==> config.mk <==
export PLATFORM = sky130hd
export DESIGN_NAME = wildcard_pattern_matcher
export DESIGN_NICKNAME = d
export VERILOG_FILES = /design/src/wpm_pkg.sv /design/src/wpm_cell.sv /design/src/wildcard_pattern_matcher.sv
export VERILOG_INCLUDE_DIRS = /design/src /design/src/src
export SDC_FILE = /design/constraint.sdc
export NUM_CORES = 1
export LEC_CHECK = 0
export ABC_AREA = 1
export BUFFER_PORTS_ARGS = -buffer_cell sky130_fd_sc_hd__buf_2
export CORE_UTILIZATION = 30
export DETAILED_ROUTE_END_ITERATION = 16
export PLACE_DENSITY = 0.54
export SYNTH_ARGS = -nofsm -noshare
export SYNTH_HDL_FRONTEND = slang
export SYNTH_HIERARCHICAL = 1
export SYNTH_SLANG_ARGS = --single-unit
==> constraint.sdc <==
create_clock -name clk -period 13.16 [get_ports clk]
set_input_delay 1.974 -clock clk [delete_from_list [all_inputs] [get_ports clk]]
set_output_delay 1.974 -clock clk [all_outputs]
set_load 0.02 [all_outputs]
==> src/wildcard_pattern_matcher_assert.svh <==
// Assertion macros used by the wildcard matcher top level.
`ifndef WILDCARD_PATTERN_MATCHER_ASSERT_SVH
`define WILDCARD_PATTERN_MATCHER_ASSERT_SVH

// Property that must hold at every clock edge out of reset.
`define WPM_ASSERT(lbl, prop, msg) \
    lbl: assert property (@(posedge clk) disable iff (!rst_n) prop) else $error(msg);

// Condition that, once seen, must be followed by another in the next cycle.
`define WPM_ASSERT_NEXT(lbl, ante, cons, msg) \
    lbl: assert property (@(posedge clk) disable iff (!rst_n) (ante) |=> (cons)) else $error(msg);

`endif

==> src/wpm_pkg.sv <==
// Package: constants, types and helpers for the wildcard matcher.
package wpm_pkg;

    localparam int MAX_PATTERN = 32;
    localparam int POS_W       = $clog2(MAX_PATTERN + 1);

    localparam logic [7:0] CH_STAR  = 8'h2A;
    localparam logic [7:0] CH_QUEST = 8'h3F;
    localparam logic [7:0] CH_NUL   = 8'h00;

    typedef enum logic [1:0] {
        ACT_CLEAR   = 2'd0,
        ACT_APPEND  = 2'd1,
        ACT_SUBJECT = 2'd2,
        ACT_END     = 2'd3
    } wpm_action_t;

    // Broadcast from the top level to every cell.
    typedef struct packed {
        logic       rearm;     // return active vector to its armed value
        logic       step;      // advance on a subject byte
        logic [7:0] char_code; // raw byte of the current request
    } wpm_ctrl_t;

    function automatic logic [7:0] fold_case(input logic [7:0] c);
        logic [7:0] r;
        r = c;
        if (c >= 8'h41 && c <= 8'h5A)
        begin
            r = c + 8'h20;
        end
        return r;
    endfunction

endpackage

==> src/wpm_cell.sv <==
// One pattern position: stored pattern byte and its active bit.
module wpm_cell (
    input  logic              clk,
    input  logic              rst_n,
    input  wpm_pkg::wpm_ctrl_t ctrl,
    input  logic              load_here, // pattern byte lands in this cell
    input  logic              used,      // cell lies below the pattern length
    input  logic              arm_val,   // active value right after a rearm
    input  logic              carry_in,  // star closure from left neighbor
    input  logic              adv_in,    // left neighbor consumed a byte
    output logic              carry_out,
    output logic              adv_out,
    output logic              raw,       // stored active bit, before closure
    output logic              closed     // active bit after star closure
);
    import wpm_pkg::*;

    logic [7:0] fold_reg;
    logic       star_reg;
    logic       quest_reg;
    // Stored as the difference from the armed value so reset is a plain clear.
    logic       dev_reg;
    logic       dev_next;
    logic       raw_next;
    logic       hit;

    always_ff @(posedge clk)
    begin
        if (load_here)
        begin
            fold_reg  <= fold_case(ctrl.char_code);
            star_reg  <= (ctrl.char_code == CH_STAR);
            quest_reg <= (ctrl.char_code == CH_QUEST);
        end
    end

    assign raw       = dev_reg ^ arm_val;
    assign closed    = raw | carry_in;
    assign carry_out = closed & used & star_reg;
    assign hit       = quest_reg | (fold_reg == fold_case(ctrl.char_code));
    assign adv_out   = closed & used & !star_reg & hit;

    always_comb
    begin
        raw_next = raw;
        if (ctrl.rearm)
        begin
            raw_next = arm_val;
        end
        else if (ctrl.step)
        begin
            // a star keeps its own position on any byte
            raw_next = adv_in | (closed & used & star_reg);
        end
        dev_next = raw_next ^ arm_val;
    end

    always_ff @(posedge clk or negedge rst_n)
    begin
        if (!rst_n)
        begin
            dev_reg <= 1'b0;
        end
        else
        begin
            dev_reg <= dev_next;
        end
    end

endmodule

==> src/wildcard_pattern_matcher.sv <==
// Top level of the case-insensitive glob wildcard matcher.
//
// Usage:
//   Requests arrive on the s_ channel. s_tuser carries the action (clear
//   pattern, append pattern byte, subject byte, end of subject) and s_tdata
//   the byte. A zero byte on append or subject is ignored. Clear, a nonzero
//   append and end of subject all re-arm the matcher; subject bytes advance
//   every pattern position in parallel through a row of cells.
//   Only end of subject produces a result on the m_ channel: bit 0 of
//   m_tdata is the match, bit 1 the pattern overflow flag.
// Throughput: one request per cycle on every action, but an end of subject
//   held by a pending result. Limit: star closure ripple through the cells.
// Latency: the result is registered and shows up the cycle after the end
//   of subject request is accepted.
// Stalls: while a result waits on a low m_tready, every request except a
//   further end of subject is still taken; that one waits for the slot.
// Reset: pattern empty, overflow clear, matcher armed, output empty. Stored
//   pattern bytes are not cleared and are only read below the length.
module wildcard_pattern_matcher (
    input  logic       clk,
    input  logic       rst_n,
    input  logic       s_tvalid,
    output logic       s_tready,
    input  logic [7:0] s_tdata,  // [7:0] char_code
    input  logic [1:0] s_tuser,  // [1:0] action
    output logic       m_tvalid,
    input  logic       m_tready,
    output logic [7:0] m_tdata   // [0] matched, [1] pattern_overflow, [7:2] zero
);
    import wpm_pkg::*;

    localparam logic [MAX_PATTERN:0] RAW_ARM = (MAX_PATTERN + 1)'(1);
    localparam logic [POS_W-1:0]     LEN_MAX = POS_W'(MAX_PATTERN);

    wpm_action_t          action;
    logic                 acc;
    logic                 nz;
    logic                 clear_acc;
    logic                 append_acc;
    logic                 end_acc;
    logic                 full;
    wpm_ctrl_t            ctrl;

    logic [POS_W-1:0]     len_reg;
    logic [POS_W-1:0]     len_next;
    logic                 ovf_reg;
    logic                 ovf_next;
    logic                 tail_raw_reg;
    logic                 tail_raw_next;

    logic [MAX_PATTERN:0]   carry;   // carry[j] enters cell j
    logic [MAX_PATTERN:0]   adv;
    logic [MAX_PATTERN:0]   raw_vec;
    logic [MAX_PATTERN:0]   closed_vec;

    logic                 m_tvalid_reg;
    logic                 m_matched_reg;
    logic                 m_ovf_reg;

    assign action = wpm_action_t'(s_tuser);
    assign nz     = (s_tdata != CH_NUL);
    assign full   = (len_reg == LEN_MAX);

    // Only a second result can collide with a pending one.
    assign s_tready = !(m_tvalid_reg && !m_tready && (action == ACT_END));
    assign acc      = s_tvalid && s_tready;

    always_comb
    begin
        clear_acc  = 1'b0;
        append_acc = 1'b0;
        end_acc    = 1'b0;
        ctrl.step  = 1'b0;
        unique case (action)
            ACT_CLEAR:   clear_acc  = acc;
            ACT_APPEND:  append_acc = acc && nz;
            ACT_SUBJECT: ctrl.step  = acc && nz;
            ACT_END:     end_acc    = acc;
            default:     ;
        endcase
        ctrl.rearm     = clear_acc || append_acc || end_acc;
        ctrl.char_code = s_tdata;
    end

    always_comb
    begin
        len_next = len_reg;
        ovf_next = ovf_reg;
        if (clear_acc)
        begin
            len_next = '0;
            ovf_next = 1'b0;
        end
        else if (append_acc)
        begin
            if (full)
            begin
                ovf_next = 1'b1;
            end
            else
            begin
                len_next = len_reg + POS_W'(1);
            end
        end
    end

    // Cell row. Cell 0 starts active, the others idle.
    assign carry[0] = 1'b0;
    assign adv[0]   = 1'b0;

    for (genvar j = 0; j < MAX_PATTERN; j++)
    begin : g_cell
        wpm_cell u_cell (
            .clk       (clk),
            .rst_n     (rst_n),
            .ctrl      (ctrl),
            .load_here (append_acc && !full && (len_reg == POS_W'(j))),
            .used      (POS_W'(j) < len_reg),
            .arm_val   (RAW_ARM[j]),
            .carry_in  (carry[j]),
            .adv_in    (adv[j]),
            .carry_out (carry[j+1]),
            .adv_out   (adv[j+1]),
            .raw       (raw_vec[j]),
            .closed    (closed_vec[j])
        );
    end

    // Position past the last cell: the accepting position for a full pattern.
    assign raw_vec[MAX_PATTERN]    = tail_raw_reg;
    assign closed_vec[MAX_PATTERN] = tail_raw_reg | carry[MAX_PATTERN];

    always_comb
    begin
        tail_raw_next = tail_raw_reg;
        if (ctrl.rearm)
        begin
            tail_raw_next = 1'b0;
        end
        else if (ctrl.step)
        begin
            tail_raw_next = adv[MAX_PATTERN];
        end
    end

    always_ff @(posedge clk or negedge rst_n)
    begin
        if (!rst_n)
        begin
            len_reg      <= '0;
            ovf_reg      <= 1'b0;
            tail_raw_reg <= 1'b0;
            m_tvalid_reg <= 1'b0;
        end
        else
        begin
            len_reg      <= len_next;
            ovf_reg      <= ovf_next;
            tail_raw_reg <= tail_raw_next;
            if (end_acc)
            begin
                m_tvalid_reg <= 1'b1;
            end
            else if (m_tready)
            begin
                m_tvalid_reg <= 1'b0;
            end
        end
    end

    always_ff @(posedge clk)
    begin
        if (end_acc)
        begin
            m_matched_reg <= closed_vec[len_reg];
            m_ovf_reg     <= ovf_reg;
        end
    end

    assign m_tvalid = m_tvalid_reg;
    assign m_tdata  = {6'b0, m_ovf_reg, m_matched_reg};

    `include "wildcard_pattern_matcher_assert.svh"

    `WPM_ASSERT_NEXT(a_clear_empties, clear_acc, (len_reg == '0) && !ovf_reg, "clear left pattern")
    `WPM_ASSERT(a_len_bound, len_reg <= LEN_MAX, "pattern length past capacity")
    `WPM_ASSERT_NEXT(a_rearm_raw, ctrl.rearm, raw_vec == RAW_ARM, "rearm left stale positions")
    `WPM_ASSERT(a_ovf_full, $rose(ovf_reg) |-> full, "overflow set below capacity")
    `WPM_ASSERT(a_out_cause, $rose(m_tvalid_reg) |-> $past(end_acc), "result without end request")

endmodule
==> flow_summary.yaml, run 1 <==
timing:
  fin_worst_skew_ns: 0.0268
  setup_viol_count_final: 0
  max_slew_margin_pct: 25.4
  finalHoldViolCount: 0
  fin_crit_ns: 11.78
  slew_violations: 0
  worstMarginPinSlew_ns: 1.11
  timing.final.crit_share_pct: 89.5
  max_freq_mhz: 84.9
final_layout:
  final_core_util_pct: 35.1
  multi_input_area_mm2: 0.0125
  n_fill_cell: 8784
  largest_reg_flops: 256
  final_nets: 3611
  drive_above_1_share_pct: 18.2
  area_delta_synth_final_pct: 16.2
  antenna_cells: 0
  regArea_mm2: 0.0107
route:
  drt-pass1-iter-count: 5
  wl_per_cell_um: 13.6
  ant_nets: 0
  vias: 21092
  avgViaCountPerCell: 4.51
  wirelength_um: 63600
  drt_iter0_drc: 1268
  drc_errors: 0
grt:
  grt_pass1_wl_um: 104000
  antenna_found_initial: 0
  grt_pass1_vias: 19674
  gr-total-overflow: 0
  grt_max_degree: 100
  grtUsageTotal_pct: 14.9
synthesis:
  ys_warn_count: 6
  synthCells: 3332
  synth-seq-cells: 363
  syn_avg_cell_area_um2: 7.58
  synth_flop_cell: "edfxtp_1"
  yosys.area.top_type: "edfxtp_1"
  syn_area_mm2: 0.0253
  synth_top_cell_area_share_pct: 38.3
  synth.distinct_cells: 35
  synth_area_leaders: "edfxtp_1, nand2_1, inv_1"
  synthArstFlopShare_pct: 11.3
  ys_seq_area_share_pct: 42.3
  synth-edff-count: 322
power:
  ir_drop_uv: 71.7
  powerDensity_mw_per_mm2: 106
  power_uw: 3110
  leakage_uw: 0.0132
die:
  row_count: 106
  die_h_um: 292
  pin_count: 24
  coreArea_mm2: 0.0836
  die-area_mm2: 0.0854
  start_util_pct: 30.2
  die-width_um: 292
setup_path:
  startpoint_type: "register"
  critical_path.max_stage_delay_ns: 0.39
  crit_top_cell: "nand2_2"
  crit_family: "simple AND/OR/NAND/NOR gates"
  critPathSlowestCell: "dfrtp_1"
  criticalPathCategory: "register to register"
  crit_arrival_ns: 12.12
  critPathBufInv: 96
  worst-path-max-fanout: 2
  end_kind: "register"
  r2r_cells: 200
  reg2reg_slack_ns: 1.38
  rr_endpoint: "m_matched_reg"
  worstPathRequired_ns: 13.50
  r2r-start: "len_reg[2]"
cts:
  htreeDepth: 2
  clock_sink_count: 363
  insertion_delay_ns: 0.59
  clkTransAtPathRegs_ns: 0.07
  ctsLongestPathBuffers: 3
  cts_made_buffers: 45
  cts_tree: "built"
  root_buffer: "clkbuf_16"
  hold_buffers: 0
placed_design:
  dp_hpwl_um: 41200
  numPortBuffers: 17
  gp_congestion: 0.862
min_path:
  worstHoldPathType: "register to register"
  min_delay_path_depth: 0
  worstHoldStart: "ovf_reg"
  hold-path-endpoint: "m_ovf_reg"
flow_run:
  cap_viol_max_count: 0
outcome:
  status: "finished, final reports clean"
what timing repair did:
| action | in CTS | in global routing |
|---|---|---|
| gates resized for setup | 0 | 122 |
| setup buffers | 0 | 37 |
| endpoints found under the setup margin | 0 | 7 |
final cells by class:
| cell class | count | area share [%] |
|---|---|---|
| Multi-Input combinational cell | 2373 | 42.6 |
| Sequential cell | 363 | 36.4 |
| Inverter | 681 | 8.71 |
| Tap cell | 1080 | 4.60 |
| Clock buffer | 58 | 4.15 |
| Timing Repair Buffer | 97 | 2.52 |
| Clock inverter | 25 | 0.955 |
stage by stage:
| stage | TNS (ns) | instance area (um^2) | std cells | worst slack (ns) | hold slack, ns |
|---|---|---|---|---|---|
| floorplan | 0 | 25700 | 3434 | 2.42 | 0.426 |
| global placement | 0 | 27400 | 4557 | 1.31 | 0.474 |
| detailed placement | 0 | 27400 | 4557 | 0.785 | 0.473 |
| CTS | 0 | 28900 | 4640 | 0.617 | 0.488 |
| global route | -0.319 | 29400 | 4677 | -0.232 | 0.507 |
| finish | 0 | 29400 | 4677 | 1.38 | 0.488 |
cells in the mapped netlist, types with 41 or more instances:
| cell type | count |
|---|---|
| a21oi_1 | 102 |
| dfrtp_1 | 41 |
| edfxtp_1 | 322 |
| inv_1 | 676 |
| nand2_1 | 725 |
| nand2_2 | 132 |
| nand3_1 | 281 |
| nor2_1 | 344 |
| nor3_1 | 138 |
| nor3_2 | 64 |
| or2_2 | 129 |
| xnor2_1 | 96 |
kinds of logic (layout without fill, tap and decap cells):
group                      after synthesis  after routing  synth area share [%]
and+or+nand+nor                       1886           1886                  35.1
buffers and inverters                  698            861                  10.5
DFF                                    363            363                  42.3
AOI/OAI and AO/OA                      218            218                  5.79
xor gates and xnor gates               129            129                  4.47
adders and majority gates               36             36                  1.78
other                                    2            104                0.0297
worst reg2reg max path: cells and delay by family (launching register included):
| family | cells | cell delay (ns) |
|---|---|---|
| compound gates | 1 | 0.11 |
| buf+inv | 96 | 4.19 |
| flops | 1 | 0.39 |
| simple gates | 103 | 6.91 |
cell usage in the layout, fill, tap and decap left out, types with 6 or more instances in the layout:
| master | instances |
|---|---|
| clkinv_1 | 7 |
| a21oi_1 | 102 |
| clkbuf_1 | 11 |
| o21ai_0 | 14 |
| nand3_1 | 280 |
| bufinv_16 | 6 |
| nor3_2 | 64 |
| xnor2_1 | 96 |
| dfrtp_1 | 41 |
| o21a_1 | 33 |
| nand4_1 | 32 |
| nand2_1 | 650 |
| buf_2 | 9 |
| nand2_2 | 206 |
| inv_1 | 634 |
| nor3_1 | 138 |
| edfxtp_1 | 322 |
| clkinv_2 | 8 |
| clkbuf_16 | 47 |
| a21oi_2 | 32 |
| xor2_1 | 33 |
| buf_6 | 7 |
| conb_1 | 104 |
| nor2_1 | 341 |
| ha_1 | 36 |
| or2_2 | 129 |
| nor2_2 | 6 |
| buf_4 | 80 |
| inv_2 | 47 |
| o211a_1 | 32 |
| nor4_1 | 32 |
metal layers:
| layer | GRT usage [%] | wire length [um] |
|---|---|---|
| met1 | 20.5 | 30900 |
| met3 | 1.90 | 2580 |
| met5 | 0 | 0 |
| met2 | 24.5 | 28800 |
| met4 | 3.80 | 1220 |
report_power, final:
group          leakage [uW]  internal [uW]  switching (uW)
clock network      0.000732            770             512
registers           0.00341           1280            10.7
logic               0.00908            192             347
total                0.0132           2240             870
worst max-delay path by stage:
stage	startpoint	to	slack (ns)	cells past startpoint
floorplan	len_reg[0]	m_matched_reg	2.42	201
global placement	len_reg[4]	m_matched_reg	1.31	200
detailed placement	len_reg[3]	m_matched_reg	0.78	200
CTS	len_reg[2]	m_matched_reg	0.62	200
global route	len_reg[2]	m_matched_reg	-0.23	200
finish	len_reg[2]	m_matched_reg	1.38	200
Note: power is estimated with default switching activity, not from simulation.
==> inputs of run 2 (changes only) <==
- ABC_AREA: 1 -> default
- PLACE_DENSITY: 0.54 -> 0.41
==> run 2 against run 1 <==
Against the previous run:
- combinational power shrank 17%
- sequential share of layout area up 2.6 points
- via count shrank 16%
- non-clock buffer count down 47
- critical path depth decreased by 159
==> flow_summary.yaml, run 2 <==
setup_path:
  criticalPathCategory: "register to register"
  end_kind: "register"
  crit_arrival_ns: 11.86
  critPathSlowestCell: "nor2b_1"
  startpoint_type: "register"
  r2r_cells: 41
  critical_path.max_stage_delay_ns: 0.50
  crit_top_cell: "o211a_1"
  worstPathRequired_ns: 13.48
  worst-path-max-fanout: 10
cts:
  htreeDepth: 2
  cts_tree: "built"
  post-cts-setup-buffers: 0
  cts_made_buffers: 48
  clock_sink_count: 363
  hold_buffers: 0
  cts_resized: 0
  ctsLongestPathBuffers: 3
  insertion_delay_ns: 0.59
  root_buffer: "clkbuf_16"
  clkTransAtPathRegs_ns: 0.06
power:
  powerDensity_mw_per_mm2: 114
  ir_drop_uv: 84.2
  leakage_uw: 0.00980
min_path:
  worstHoldPathType: "register to register"
  min_delay_path_depth: 0
final_layout:
  area_delta_synth_final_pct: 15.3
  largest_reg_flops: 256
  final_cell_mix: "edfxtp_1, xor2_1, nor2_1"
  final_common_cell: "edfxtp_1"
  final_nets: 2329
  drive_above_1_share_pct: 15.7
  layout.cells.non_filler: 3360
route:
  drt_iter0_drc: 867
  vias: 17761
  ant_nets: 0
  drt-pass1-iter-count: 5
  drc_errors: 0
  wirelength_um: 66900
  avgViaCountPerCell: 5.29
  wl_per_cell_um: 19.9
die:
  die-area_mm2: 0.0802
  start_util_pct: 30.5
  die-width_um: 283
  die_h_um: 283
  coreArea_mm2: 0.0778
  pin_count: 24
  row_count: 102
synthesis:
  synthArstFlopShare_pct: 11.3
  ys_seq_area_share_pct: 45.1
  ys_warn_count: 6
  synth_area_leaders: "edfxtp_1, xor2_1, dfrtp_1"
  synth.distinct_cells: 57
  synth_flop_cell: "edfxtp_1"
  synth_top_cell_area_share_pct: 40.7
  yosys.area.top_type: "edfxtp_1"
  syn_area_mm2: 0.0237
  synth-edff-count: 322
  yosysMostFrequentCell: "edfxtp_1"
  syn_avg_cell_area_um2: 11.3
  synth-seq-cells: 363
  synthCells: 2097
  yosys-top-cells-count: "edfxtp_1, xor2_1, nor2_1, inv_1, nand2_1"
grt:
  grt_pass1_vias: 17921
  grt_pass1_wl_um: 107000
  gr-total-overflow: 0
  grtUsageTotal_pct: 16.6
  antenna_found_initial: 1
  grt_max_degree: 115
placed_design:
  placed_cells: 3269
  numPortBuffers: 17
  dp_hpwl_um: 42200
  gp_congestion: 0.803
timing:
  timing.final.crit_share_pct: 87.7
  fin_crit_ns: 11.55
  fin_worst_skew_ns: 0.0196
  whs_ns: 0.470
  tns_ns: 0
  max_slew_margin_pct: 20.2
  max_freq_mhz: 86.6
  setup_viol_count_final: 0
  slew_violations: 0
  worstMarginPinSlew_ns: 1.19
  finalHoldViolCount: 0
  grt_setup_unrepaired: "no"
flow_run:
  cap_viol_max_count: 0
outcome:
  status: "finished, final reports clean"
run 2: changes by cell type after synthesis, moves of 131 or more:
| cell | previous run | this run |
|---|---|---|
| nor2_1 | 344 | 170 |
| nand3_1 | 281 | 70 |
| nand2_2 | 132 | 1 |
| nand2_1 | 725 | 83 |
| xor2_1 | 33 | 226 |
| inv_1 | 676 | 104 |
run 2: metal layers:
metal  vias up  wire length (um)  global-route usage [%]
met1      8928             33000                    23.5
met3        71              1850                    1.97
met2       233             30900                    26.8
li1       8529                 -                       -
met4         0              1140                    3.88
met5         -                 0                       0
run 2: cell type report:
type | count | area [um^2]
fillers | 7840 | 50500
multi-input cells | 1711 | 12900
flip-flops and latches | 363 | 10700
clock buffers | 65 | 1350
well taps | 1040 | 1300
repair buffers | 50 | 428
inverters | 105 | 394
clock inverters | 25 | 310
diodes | 1 | 2.50
run 2: cell families after synthesis:
family | Yosys count | share of synthesized area, %
buf+inv | 128 | 2.35
fa+ha+maj | 36 | 1.90
flops | 363 | 45.1
xor+xnor | 228 | 8.41
mux | 17 | 0.717
simple gates | 771 | 19.4
compound gates | 552 | 22.1
other cells | 2 | 0.0316
run 2: critical path: cells and delay by family (launching register included):
family	cells	cell delay [ns]
buffers and inverters	1	0.17
DFF	1	0.49
AOI/OAI and AO/OA	35	9.20
adders and majority gates	1	0.29
and+or+nand+nor	3	0.94
muxes	1	0.14
run 2: path summary, 6_finish.rpt:
path | slack, ns | start | end
max | 1.61 | len_reg[1] | m_matched_reg
min | 0.47 | ovf_reg | m_ovf_reg
max reg2reg | 1.61 | len_reg[1] | m_matched_reg
min reg2reg | 0.47 | ovf_reg | m_ovf_reg
max in group asynchronous | 11.14 | rst_n | g_cell[17].u_cell/dev_reg
min in group asynchronous | 1.52 | rst_n | g_cell[24].u_cell/dev_reg
run 2: power breakdown:
part	switching [uW]	internal (uW)	total [uW]
Clock	543	853	1400
Combinational	293	153	447
Sequential	14.2	1270	1280
run 2: metrics by stage:
| stage | total power (uW) | instance area [um^2] | util (%) | setup slack, ns |
|---|---|---|---|---|
| final | 3130 | 27400 | 35.1 | 1.61 |
| after global routing | 3260 | 27400 | 35.1 | 0.831 |
| after CTS | 3180 | 27400 | 35.1 | 1.63 |
| after detailed placement | 1760 | 25700 | 33.0 | 1.67 |
| after global placement | 1750 | 25700 | 33.0 | 1.92 |
| after floorplan | 1580 | 24100 | - | 2.97 |
==> inputs of run 3 (changes only) <==
- CELL_PAD_IN_SITES_DETAIL_PLACEMENT: default -> 0
- CELL_PAD_IN_SITES_GLOBAL_PLACEMENT: default -> 1
- PLACE_DENSITY: 0.41 -> 0.48
==> run 3 against run 2 <==
Against the previous run:
- sequential cell count is the same
- routed wire length increased by 2.6%
- non-clock buffer count rose by 1
- critical endpoint unchanged
==> flow_summary.yaml, run 3 (synthesis results as in run 2) <==
outcome:
  status: "finished, final reports clean"
min_path:
  worstHoldPathType: "register to register"
  worstHoldStart: "ovf_reg"
cts:
  htreeDepth: 2
  hold_buffers: 0
  cts_resized: 0
  post-cts-setup-buffers: 0
  cts_made_buffers: 48
  insertion_delay_ns: 0.59
  root_buffer: "clkbuf_16"
  clock_sink_count: 363
  cts_tree: "built"
  ctsLongestPathBuffers: 3
  clkTransAtPathRegs_ns: 0.06
route:
  vias: 17756
  drc_errors: 0
  top_layer: "met5"
  drt-pass1-iter-count: 7
  met2_length_um: 31500
  ant_nets: 0
  wl_per_cell_um: 20.4
  drt-met1-wl_um: 34000
  wirelength_um: 68600
  avgViaCountPerCell: 5.29
  wl_met3_um: 2000
  drt_iter0_drc: 1081
placed_design:
  place_area_mm2: 0.0257
  placed_cells: 3270
  numPortBuffers: 17
  place_ws_ns: 1.68
  gp_congestion: 0.788
  dp_hpwl_um: 43200
final_layout:
  layout.cells.non_filler: 3357
  largest_reg_flops: 256
  antenna_cells: 0
  area_delta_synth_final_pct: 14.8
  final_common_cell: "edfxtp_1"
  final_nets: 2330
  final_cell_mix: "edfxtp_1, xor2_1, nor2_1"
  drive_above_1_share_pct: 15.3
  final_area_mm2: 0.0272
die:
  start_util_pct: 30.5
  pin_count: 24
  die-width_um: 283
  row_count: 102
  die-area_mm2: 0.0802
  die_h_um: 283
  coreArea_mm2: 0.0778
power:
  internal-power_uw: 2200
  swShare_pct: 27.6
  p_clk_share_pct: 43.0
  pwr-share-seq_pct: 42.1
  ir_drop_uv: 101
  p_switching_uw: 841
  powerDensity_mw_per_mm2: 112
  leakage_uw: 0.00975
  combPwrFrac_pct: 14.9
setup_path:
  critical_path.max_stage_delay_ns: 0.51
  r2r-start: "len_reg[1]"
  crit_top_cell: "o211a_1"
  worst-path-max-fanout: 10
  crit_arrival_ns: 11.89
  crit_path_start: "len_reg[1]"
  worstPathRequired_ns: 13.47
  startpoint_type: "register"
  critPathSlowestCell: "dfrtp_1"
  end_kind: "register"
  criticalPathCategory: "register to register"
grt:
  antenna_found_initial: 3
  grt_pass1_wl_um: 108000
  gr-total-overflow: 0
  grtUsageTotal_pct: 16.8
  grt_max_degree: 98
  grt_pass1_vias: 17811
timing:
  max_freq_mhz: 86.4
  grt_setup_unrepaired: "no"
  setup_viol_count_final: 0
  slew_violations: 0
  tns_ns: 0
  fin_crit_ns: 11.58
  setup_ws_ns: 1.58
  finalHoldViolCount: 0
  worstMarginPinSlew_ns: 1.15
  timing.final.crit_share_pct: 88.0
  fin_worst_skew_ns: 0.0269
  max_slew_margin_pct: 22.8
flow_run:
  cap_viol_max_count: 0
## run 3: cell types whose count changed in the layout (fill, tap and decap cells not counted), sizes merged
| cell | change |
|---|---|
| clkbuf | -3 |
| clkinv | +8 |
| diode | -1 |
| bufinv | -3 |
| inv | -2 |
| clkinvlp | -2 |
## run 3: routing by layer
metal / track usage (%) / vias to the layer above
met5: 0 / -
met1: 24.1 / 8907
met2: 26.9 / 236
met3: 2.17 / 76
met4: 3.57 / 4
li1: - / 8533
## run 3: through the flow
stage | util (%) | hold slack (ns) | total power, uW
after floorplan | - | 0.425 | 1580
final | 35.0 | 0.488 | 3040
after global placement | 33.0 | 0.480 | 1760
after CTS | 35.0 | 0.488 | 3100
after global routing | 35.0 | 0.503 | 3180
after detailed placement | 33.0 | 0.473 | 1760
## run 3: worst max-delay path: cells and delay by family, from the launching register on
| family | cells | cell delay [ns] |
|---|---|---|
| muxes | 1 | 0.15 |
| DFF | 1 | 0.51 |
| buffers and inverters | 1 | 0.17 |
| adders and majority gates | 1 | 0.27 |
| AOI/OAI and AO/OA | 35 | 9.34 |
| and+or+nand+nor | 3 | 0.86 |
## run 3: path summary, 6_finish.rpt
check                                            endpoint  slack (ns)  cells past startpoint
worst max-delay path                        m_matched_reg        1.58                     41
worst min-delay path                            m_ovf_reg        0.49                      0
worst max register to register              m_matched_reg        1.58                     41
worst min register to register                  m_ovf_reg        0.49                      0
max in group asynchronous       g_cell[10].u_cell/dev_reg       11.08                      2
min in group asynchronous       g_cell[14].u_cell/dev_reg        1.57                      2
## run 3: power groups by stage
stage	registers, uW	logic, uW	clock network [uW]
4_1_cts	1280	456	1360
3_5_place_dp	1310	455	0
3_3_place_gp	1310	454	0
6_report	1280	453	1310
5_1_grt	1280	500	1400
2_1_floorplan	1300	277	0
## run 3: layout make-up
class / count / area, um^2
sequential: 363 / 10700
multi-input combinational: 1711 / 12900
clock inverter: 26 / 230
timing repair buffer: 51 / 422
inverter: 105 / 394
tap: 1040 / 1300
clock buffer: 61 / 1310
fill: 7771 / 50600
